File: src/hdl/wlrs_pkg.sv
// Package for the wear-levelled record store: sizes, command codes and
// sequencer states.
// No dependencies.
package wlrs_pkg;

   localparam int RECORD_BYTES = 15;
   localparam int STORE_SIZE   = 256;
   localparam int SLOT_BYTES   = RECORD_BYTES + 1;

   localparam int ADDR_W = $clog2(STORE_SIZE);
   localparam int OFF_W  = $clog2(STORE_SIZE + 2 * SLOT_BYTES);
   localparam int BUF_W  = (RECORD_BYTES > 1) ? $clog2(RECORD_BYTES) : 1;

   localparam logic [OFF_W-1:0] SLOT_OFF   = OFF_W'(SLOT_BYTES);
   localparam logic [OFF_W-1:0] RECORD_OFF = OFF_W'(RECORD_BYTES);
   localparam logic [OFF_W-1:0] STORE_OFF  = OFF_W'(STORE_SIZE);
   localparam logic [OFF_W-1:0] LAST_ADDR  = OFF_W'(STORE_SIZE - 1);

   localparam logic [7:0] ERASED_BYTE  = 8'hFF;
   localparam logic [7:0] MARKER_RESET = 8'd165;

   typedef enum logic [1:0] {
      CMD_WRITE = 2'd0,
      CMD_READ  = 2'd1,
      CMD_LOAD  = 2'd2,
      CMD_SAVE  = 2'd3
   } cmd_type;

   typedef enum logic [2:0] {
      ST_CLEAR,
      ST_IDLE,
      ST_LD_ADDR,
      ST_LD_CHECK,
      ST_LD_COPY,
      ST_SV_ERASE,
      ST_SV_RECORD
   } state_type;

endpackage

File: src/hdl/wear_levelled_record_store.sv
// Top level of the wear-levelled record store: record buffer, store memory
// and the command sequencer.
// Depends on wlrs_pkg.

// Commands are taken when start is high and busy low; each command gives
// one transfer on the rsp_ ports, strobed by rsp_valid for one cycle, which
// the receiver cannot stall. Buffer write and read give their result in the
// cycle after acceptance and busy stays low. Load reads the marker byte of
// each slot in turn and, on a match, copies the record bytes of that slot
// into the buffer; save makes SLOT_BYTES erase writes plus SLOT_BYTES record
// and marker writes. The store memory has a single port, which takes one
// byte per cycle. After reset the store is swept to 0xFF, all STORE_SIZE
// (256) bytes, with busy high; csr_ writes are taken during that sweep.
module wear_levelled_record_store
   import wlrs_pkg::*;
(
   input  logic       clock,
   input  logic       reset,
   input  logic       start,
   output logic       busy,
   input  logic [1:0] req_command,
   input  logic [3:0] req_byte_index,
   input  logic [7:0] req_write_byte,
   output logic       rsp_valid,
   output logic [7:0] rsp_read_byte,
   output logic       rsp_found,
   output logic [7:0] rsp_slot_offset,
   input  logic       csr_write_en,
   input  logic [7:0] csr_write_data
);

   state_type         state_ff, state_in;
   logic [OFF_W-1:0]  cnt_ff, cnt_in;
   logic [OFF_W-1:0]  off_ff, off_in;
   logic [OFF_W-1:0]  cur_ff, cur_in;
   logic [7:0]        marker_ff;
   logic              rsp_valid_ff, rsp_valid_in;
   logic [7:0]        rsp_read_ff, rsp_read_in;
   logic              rsp_found_ff, rsp_found_in;

   logic [7:0]        mem_ff [STORE_SIZE];
   logic [7:0]        mem_rd_ff;
   logic              mem_we;
   logic [OFF_W-1:0]  mem_addr;
   logic [7:0]        mem_wdata;

   logic [7:0]        buf_ff [RECORD_BYTES];
   logic              buf_we;
   logic [BUF_W-1:0]  buf_waddr;
   logic [7:0]        buf_wdata;
   logic [BUF_W-1:0]  buf_raddr;
   logic [7:0]        buf_rdata;
   logic              idx_ok;
   logic [OFF_W-1:0]  next_slot;

   assign busy            = (state_ff != ST_IDLE);
   assign rsp_valid       = rsp_valid_ff;
   assign rsp_read_byte   = rsp_read_ff;
   assign rsp_found       = rsp_found_ff;
   assign rsp_slot_offset = 8'(cur_ff);

   assign idx_ok    = (32'(req_byte_index) < RECORD_BYTES);
   assign buf_raddr = (state_ff == ST_SV_RECORD) ? BUF_W'(cnt_ff) : BUF_W'(req_byte_index);
   assign buf_rdata = buf_ff[buf_raddr];
   assign next_slot = ((cur_ff + SLOT_OFF + SLOT_OFF) > STORE_OFF) ? '0 : cur_ff + SLOT_OFF;

   always_comb begin
      state_in     = state_ff;
      cnt_in       = cnt_ff;
      off_in       = off_ff;
      cur_in       = cur_ff;
      mem_we       = 1'b0;
      mem_addr     = '0;
      mem_wdata    = ERASED_BYTE;
      buf_we       = 1'b0;
      buf_waddr    = '0;
      buf_wdata    = '0;
      rsp_valid_in = 1'b0;
      rsp_read_in  = '0;
      rsp_found_in = 1'b0;
      case (state_ff)
         ST_CLEAR: begin
            mem_we   = 1'b1;
            mem_addr = cnt_ff;
            if (cnt_ff == LAST_ADDR) begin
               cnt_in   = '0;
               state_in = ST_IDLE;
            end else begin
               cnt_in = cnt_ff + 1'b1;
            end
         end
         ST_IDLE: begin
            if (start) begin
               case (cmd_type'(req_command))
                  CMD_WRITE: begin
                     buf_we       = idx_ok;
                     buf_waddr    = BUF_W'(req_byte_index);
                     buf_wdata    = req_write_byte;
                     rsp_valid_in = 1'b1;
                  end
                  CMD_READ: begin
                     rsp_read_in  = idx_ok ? buf_rdata : 8'd0;
                     rsp_valid_in = 1'b1;
                  end
                  CMD_LOAD: begin
                     off_in = '0;
                     if (SLOT_OFF <= STORE_OFF) begin
                        state_in = ST_LD_ADDR;
                     end else begin
                        rsp_valid_in = 1'b1;
                     end
                  end
                  CMD_SAVE: begin
                     cnt_in   = '0;
                     state_in = ST_SV_ERASE;
                  end
                  default: begin
                     rsp_valid_in = 1'b1;
                  end
               endcase
            end
         end
         ST_LD_ADDR: begin
            mem_addr = off_ff;
            state_in = ST_LD_CHECK;
         end
         ST_LD_CHECK: begin
            if (mem_rd_ff == marker_ff) begin
               cur_in   = off_ff;
               cnt_in   = '0;
               state_in = ST_LD_COPY;
            end else if ((off_ff + SLOT_OFF + SLOT_OFF) <= STORE_OFF) begin
               off_in   = off_ff + SLOT_OFF;
               state_in = ST_LD_ADDR;
            end else begin
               rsp_valid_in = 1'b1;
               state_in     = ST_IDLE;
            end
         end
         ST_LD_COPY: begin
            mem_addr = off_ff + 1'b1 + cnt_ff;
            if (cnt_ff != '0) begin
               buf_we    = 1'b1;
               buf_waddr = BUF_W'(cnt_ff - 1'b1);
               buf_wdata = mem_rd_ff;
            end
            if (cnt_ff == RECORD_OFF) begin
               rsp_valid_in = 1'b1;
               rsp_found_in = 1'b1;
               state_in     = ST_IDLE;
            end else begin
               cnt_in = cnt_ff + 1'b1;
            end
         end
         ST_SV_ERASE: begin
            mem_addr = cur_ff + cnt_ff;
            mem_we   = (mem_addr < STORE_OFF);
            if (cnt_ff == SLOT_OFF - 1'b1) begin
               cur_in   = next_slot;
               cnt_in   = '0;
               state_in = ST_SV_RECORD;
            end else begin
               cnt_in = cnt_ff + 1'b1;
            end
         end
         ST_SV_RECORD: begin
            if (cnt_ff < RECORD_OFF) begin
               mem_addr  = cur_ff + 1'b1 + cnt_ff;
               mem_wdata = buf_rdata;
               cnt_in    = cnt_ff + 1'b1;
            end else begin
               mem_addr     = cur_ff;
               mem_wdata    = marker_ff;
               rsp_valid_in = 1'b1;
               state_in     = ST_IDLE;
            end
            mem_we = (mem_addr < STORE_OFF);
         end
         default: begin
            state_in = ST_IDLE;
         end
      endcase
   end

   always_ff @(posedge clock) begin
      if (reset) begin
         state_ff     <= ST_CLEAR;
         cnt_ff       <= '0;
         off_ff       <= '0;
         cur_ff       <= '0;
         rsp_valid_ff <= 1'b0;
         rsp_read_ff  <= '0;
         rsp_found_ff <= 1'b0;
      end else begin
         state_ff     <= state_in;
         cnt_ff       <= cnt_in;
         off_ff       <= off_in;
         cur_ff       <= cur_in;
         rsp_valid_ff <= rsp_valid_in;
         rsp_read_ff  <= rsp_read_in;
         rsp_found_ff <= rsp_found_in;
      end
   end

   always_ff @(posedge clock) begin
      if (reset) begin
         marker_ff <= MARKER_RESET;
      end else if (csr_write_en) begin
         marker_ff <= csr_write_data;
      end
   end

   always_ff @(posedge clock) begin
      if (reset) begin
         for (int i = 0; i < RECORD_BYTES; i++) begin
            buf_ff[i] <= '0;
         end
      end else if (buf_we) begin
         buf_ff[buf_waddr] <= buf_wdata;
      end
   end

   always_ff @(posedge clock) begin
      if (mem_we) begin
         mem_ff[mem_addr[ADDR_W-1:0]] <= mem_wdata;
      end
      mem_rd_ff <= mem_ff[mem_addr[ADDR_W-1:0]];
   end

`ifndef SYNTHESIS
   a_found_strobed : assert property (@(posedge clock) disable iff (reset)
      rsp_found |-> rsp_valid)
      else $error("found raised without a transfer");

   a_slot_aligned : assert property (@(posedge clock) disable iff (reset)
      (32'(cur_ff) % SLOT_BYTES == 0) && ((cur_ff + SLOT_OFF <= STORE_OFF) || (cur_ff == '0)))
      else $error("current slot off a slot boundary");

   a_quick_result : assert property (@(posedge clock) disable iff (reset)
      start && !busy && (req_command == CMD_WRITE || req_command == CMD_READ) |=> rsp_valid)
      else $error("buffer command gave no transfer");

   a_idle_no_write : assert property (@(posedge clock) disable iff (reset)
      mem_we |-> busy)
      else $error("store written while idle");

   a_clear_quiet : assert property (@(posedge clock) disable iff (reset)
      (state_ff == ST_CLEAR) |=> !rsp_valid)
      else $error("transfer during clearing sweep");
`endif

endmodule
File: config.mk
export PLATFORM = sky130hd
export DESIGN_NAME = wear_levelled_record_store
export DESIGN_NICKNAME = d
export VERILOG_FILES = /design/src/hdl/wlrs_pkg.sv /design/src/hdl/wear_levelled_record_store.sv
export SDC_FILE = /design/constraint.sdc
export NUM_CORES = 2
export LEC_CHECK = 0
export BUFFER_PORTS_ARGS = -buffer_cell sky130_fd_sc_hd__buf_2
export CAP_MARGIN = 0
export CELL_PAD_IN_SITES_DETAIL_PLACEMENT = 1
export CELL_PAD_IN_SITES_GLOBAL_PLACEMENT = 2
export CORE_UTILIZATION = 37
export DETAILED_ROUTE_END_ITERATION = 12
export GPL_ROUTABILITY_DRIVEN = 0
export GPL_TIMING_DRIVEN = 1
export PLACE_DENSITY = 0.68
export SYNTH_ARGS = -nofsm -noshare
export SYNTH_HDL_FRONTEND = slang
export SYNTH_SLANG_ARGS = --single-unit
File: constraint.sdc
create_clock -name clock -period 13 [get_ports clock]
set_input_delay 0.65 -clock clock [delete_from_list [all_inputs] [get_ports clock]]
set_output_delay 0.65 -clock clock [all_outputs]
set_load 0.005 [all_outputs]
Yosys cells after proc, flatten, opt, wreduce, memory -nomap -nowiden
Memory sizes are Yosys's and may differ from the RTL's. A register that Yosys moved wholly into a read port is not among the register bits.
Cells that the tools add are included.

word-level totals
  bits in writable memories = 2,168
  word-level logic and storage cells = 134
  output and inout port bits = 19
  bits of input ports = 26
  memories kept = 2
  register bits = 48

memory list
  memory  words  width  read ports  clocked after memory_dff  write ports  RTL line                          text
  mem_ff  256    8      1           1                         1            wear_levelled_record_store.sv:41  logic [7:0] mem_ff [STORE_SIZE];
  buf_ff  15     8      1           0                         15           wear_levelled_record_store.sv:47  logic [7:0] buf_ff [RECORD_BYTES];

operators by class
  order comparisons = 6
  equal/unequal tests = 26
  add/sub/neg operators = 11
  multiplexer cells = 62
  bitwise gates (word level) = 5
  reduce and logical (&&, ||, !) cells = 14

operator list
  operator               count
  $mux W9                16
  $pmux W9 S6            1
  $mux W8                6
  $pmux W8 S5            1
  $add A9 B5 Y9 const B  4
  $pmux W9 S2            2
  $pmux W3 S7            1
  $mux W4                5
  $ne A2 B2 Y1 const B   10
  $add A9 B1 Y9 const B  2
  $add A9 B9 Y9          2
  $lt A9 B9 Y1 const B   2
  $mux W3                6
  $mux W1                17
  $pmux W8 S2            1
  $reduce_and A6 Y1      2
  $eq A3 B3 Y1 const B   3
  $eq A9 B4 Y1 const B   1
  $eq A9 B8 Y1 const B   1
  $gt A9 B9 Y1 const B   1
  $le A9 B9 Y1 const B   1
  $lt A9 B4 Y1 const B   1
  $reduce_bool A9 Y1     1
  $add A8 B1 Y8 const B  1
  27 further kinds       36

Depth between registers and ports, before layout
  depth after elaboration = 9
  mapped depth = 21
  gate-level depth less buffers = 15

Worst setup path before layout
OpenSTA, ideal clock, no wires.

  path kind = reg-to-reg
  start = reg state_ff[0]
  end = mem mem_ff[0][0], data pin
  period minus slack after synthesis = 6.720 ns
  path buffers = 3
  setup time = 0.852 ns
  arrival = 5.868 ns
  stages on the path, launching flop included = 10
  path slack = 6.280 ns
  required time = 12.148 ns
  cells stage by stage = dfxtp_1 -> buf_2 -> nand3b_1 -> a21oi_1 -> clkbuf_1 -> buf_2 -> mux4_2 -> mux2i_1 -> a21oi_1 -> o22a_1

between the ends
  longest elaborated chain between the ends = 5

RTL lines
  element                   RTL line                                                            text
  start: declaration        wear_levelled_record_store.sv:32                                    state_type state_ff, state_in;
  start signal: assignment  wear_levelled_record_store.sv:195                                   state_ff <= state_in;
  $eq A3 B3 Y1 *            wear_levelled_record_store.sv:63, wear_levelled_record_store.sv:81
  $mux W4                   wear_levelled_record_store.sv:63                                    assign buf_raddr = (state_ff == ST_SV_RECORD) ? BUF_W'(cnt_ff) : BUF_W'(req_byte_index);
  $mem_v2 Z15 W8            --
  $mux W8                   wear_levelled_record_store.sv:167                                   if (cnt_ff < RECORD_OFF) begin
  $mux W8 *                 wear_levelled_record_store.sv:81                                    case (state_ff)
  named net mem_wdata[0]    wear_levelled_record_store.sv:45                                    logic [7:0] mem_wdata;
  end: declaration          wear_levelled_record_store.sv:41

The timed path passes the listed nets; every way through them passes the cells marked *.

Worst setup path in the final report
  start = reg state_ff[2]
  end = reg mem_rd_ff[0] (read register of mem_ff)

between the ends
  longest elaborated chain between the ends = 2
  elaborated cells between the ends (all ways) = 6
  classes of those cells = eq/ne (4); mux (1); reduce/logical (1)

RTL lines
  element                               RTL line                          text
  $eq A3 B3 Y1 (tied with other cells)  wear_levelled_record_store.sv:81
  $pmux W8 S5 *                         wear_levelled_record_store.sv:81
  end: declaration                      wear_levelled_record_store.sv:42  logic [7:0] mem_rd_ff;

Every way passes the cells marked *; elsewhere a longest branch is shown, timed or not.
A chain may end at the register's enable or synchronous reset.

==> flow_metrics.tcl <==
set metrics [dict create \
    routedWlPerCell_um 32.21 \
    holdCritStartpoint "csr_write_en" \
    h-tree-depth 4 \
    n_fill_cell 24818 \
    finClkSkew_ns 0.07579 \
    layout_commonest_cell "edfxtp_1" \
    r2r_slack_ns 5.11 \
    avgViaCountPerCell 5.890 \
    failed_checks "slew limit" \
    hold_class "in -> reg" \
    tns_ns 0 \
    maxSlewHeadroom_pct -16.77 \
    rr_endpoint "mem_rd_ff[0]$_DFF_P_" \
    post_cts_buffers 0 \
    routed_wl_um 324400 \
    antenna_left 0 \
    cts_hold_buf 8 \
    finalCritPeriodShare_pct 60.69 \
    first_global_vias 59199 \
    vdd.ir_drop.worst_uv 144.5 \
    synth_top_area_cell "edfxtp_1" \
    min_to "marker_ff[0]$_SDFFE_PP1P_" \
    max_freq_mhz 126.7 \
    worst_pin_slew_ns 1.752 \
    whs_path_depth 2 \
    drt_drc_violations_left 0 \
    crit_path_max_fanout 102 \
    grt.met1_usage_pct 35.71 \
    fin_hold_ws_ns 0.1713 \
    antenna_found_initial 32 \
    cts_made_buffers 238 \
    cts.repair.resized 0 \
    hpwl_um 192900 \
    run_status "complete, but fails checks" \
    die-area_um2 249000 \
    synth_edf_count 2176 \
    grt_use_met2_pct 41.31 \
    cap_violations 0 \
    ys_seq_elements 2225 \
    nNetsFinal 6697 \
    rsz0062_at_grt "no" \
    drv_slew 178 \
    worstPathRequired_ns 13.77 \
    track_usage_pct 25.68 \
    syn-cell-area_um2 91400 \
    io_buffers 44 \
    yosysSeqAreaShare_pct 72.57 \
    clk_latency_ns 0.92 \
    setup_ws_ns 5.110 \
    start_util_pct 37.20 \
    start_kind "register" \
    synth_area_leaders "edfxtp_1 71%, nand2_1 5.9%, mux4_2 3.3%" \
    critPathMaxStageDelay_ns 0.88 \
    arrival_ns 8.66 \
    r2r_cells 13 \
    busiest_layer "met2" \
    p_per_area_nw_per_um2 151.7 \
    crit_type "reg -> reg" \
    path_cells "and3b_1 > nand4_1 > a22o_4 > buf_4 > nand2_4 > buf_12 > buf_12 > and3_1 > a31oi_1 > a32o_1 > a221oi_1 > o2111ai_1 > or4_1" \
    crit_path_top_delay_cell "a221oi_1" \
    placementRows 182 \
    synth-main-ff-cell "edfxtp_1" \
    cts_root_buf "clkbuf_16" \
    dr.pass1.iters 5 \
    dp_slack_ns 5.142 \
    clockBufferDepth 3 \
    grt_pass1_wl_um 459000 \
    cts.sinks 2225 \
    timing_hold_violations_final 0 \
    fp.dieW_um 499.0 \
    ioPinCount 45 \
    grt_max_degree 220 \
    mappedNetlistNets 6723 \
    finalCriticalPeriod_ns 7.890 \
    area_growth_pct 12.43 \
    synth_async_sr_flop_share_pct 0 \
    mostFrequentLayoutCells "2176 x edfxtp_1, 1413 x nand2_1, 485 x nand3_1" \
    endpoint_kind "register" \
    layout-drive-gt1-share_pct 10.88 \
    grt.met3_usage_pct 3.812 \
    netlist_instances 6668 \
    cts.clk_slew.worst_paths_ns 0.06 \
    synth.distinct_cells 82 \
    syn_area_per_cell_um2 13.71 \
    rr_startpoint "state_ff[2]$_SDFFE_PP0P_" \
    yosys_warnings 0 \
    setup_viol 0 \
    cts_tree "done" \
    synth_top_area_share_pct 71.49 \
    core-area_um2 245700 \
    die_h_um 499.0 \
    worst_path_most_repeated_cell "buf_12" \
    grt-ovfl-total 0 \
    p_leak_nw 28.56 \
    drt_iter0_drc 6885 \
    vias 59322 \
]
## per-stage QoR
stage                     total power, mW  utilization [%]  cells  area [um^2]
after floorplan                     8.602                -   6668        91400
after global placement              8.990            38.66   9614        94990
after detailed placement            9.000            38.66   9614        95000
after CTS                           15.66            41.81  10060       102700
after global routing                15.96            41.81  10062       102700
final                               15.59            41.82  10071       102800
## metal layers
| metal | wire length [um] | vias up |
|---|---|---|
| li1 | - | 25096 |
| met1 | 138300 | 31472 |
| met2 | 153100 | 2270 |
| met3 | 21940 | 478 |
| met4 | 11070 | 6 |
| met5 | 35 | - |
## power by group
group | switching [mW] | internal, mW
combinational | 0.756 | 0.300
sequential | 0.0238 | 7.78
clock | 2.98 | 3.75
total | 3.76 | 11.8
## cells in the mapped netlist, types with 27 or more instances
library cell     n
a311oi_1       109
xor2_1          27
clkbuf_1       189
nand3_1        486
nand2_1       1430
nor3_1          55
a22oi_1         67
nor2_1         489
edfxtp_1      2176
buf_1           45
mux2i_1         47
nand4_1         27
o21ai_0         62
dfxtp_1         49
ha_1            27
a21oi_1        149
mux4_2         134
and3_1         203
buf_2          155
a211oi_1       131
inv_1           27
buf_4           61
a31oi_1        166
## final cells by class
type	instances	area [um^2]	share of cell area, %
flip-flops and latches	2225	66320	64.55
repair buffers	206	1669	1.624
inverters	27	101.3	0.09863
diodes	11	27.53	0.02679
clock buffers	286	6136	5.971
well taps	3220	4029	3.921
multi-input cells	3944	22960	22.34
clock inverters	152	1509	1.469
## state kept, by name, summed over array words and instances (netlist names)
signal         flops
buf_ff           128
cnt_ff             9
rsp_read_byte      8
off_ff             5
mem_rd_ff          8
mem_ff          2048
rsp_valid          1
state_ff           3
rsp_found          1
marker_ff          8
cur_ff             6
## critical path: cells and delay by family, from the launching register on
kind | cells | cell delay (ns)
AO/OA/AOI/OAI | 5 | 2.48
buffers and inverters | 3 | 1.24
flip-flops | 1 | 0.87
AND/OR/NAND/NOR | 5 | 2.78
## kinds of logic (layout without fill, tap and decap cells)
family	count (synthesis)	in the layout	share of synthesized area (%)
XOR/XNOR	40	40	0.3833
AND/OR/NAND/NOR	2810	2810	13.31
AO/OA/AOI/OAI	880	880	6.741
buffers and inverters	499	671	2.716
flip-flops	2225	2225	72.57
other	0	11	0
multiplexers	185	185	3.866
adder cells (fa/ha/maj)	29	29	0.4134
## worst max-delay path by stage
stage                                   startpoint                      to  slack, ns
final                     state_ff[2]$_SDFFE_PP0P_    mem_rd_ff[0]$_DFF_P_       5.11
after global routing      state_ff[2]$_SDFFE_PP0P_    mem_rd_ff[0]$_DFF_P_       4.95
after CTS                 state_ff[2]$_SDFFE_PP0P_    mem_rd_ff[0]$_DFF_P_       5.11
after detailed placement  state_ff[2]$_SDFFE_PP0P_    mem_rd_ff[0]$_DFF_P_       5.14
after global placement    state_ff[2]$_SDFFE_PP0P_    mem_rd_ff[0]$_DFF_P_       5.28
after floorplan           state_ff[0]$_SDFFE_PP0P_  mem_ff[0][0]$_DFFE_PP_       6.28
No activity file was read; power rests on OpenSTA's default activity.
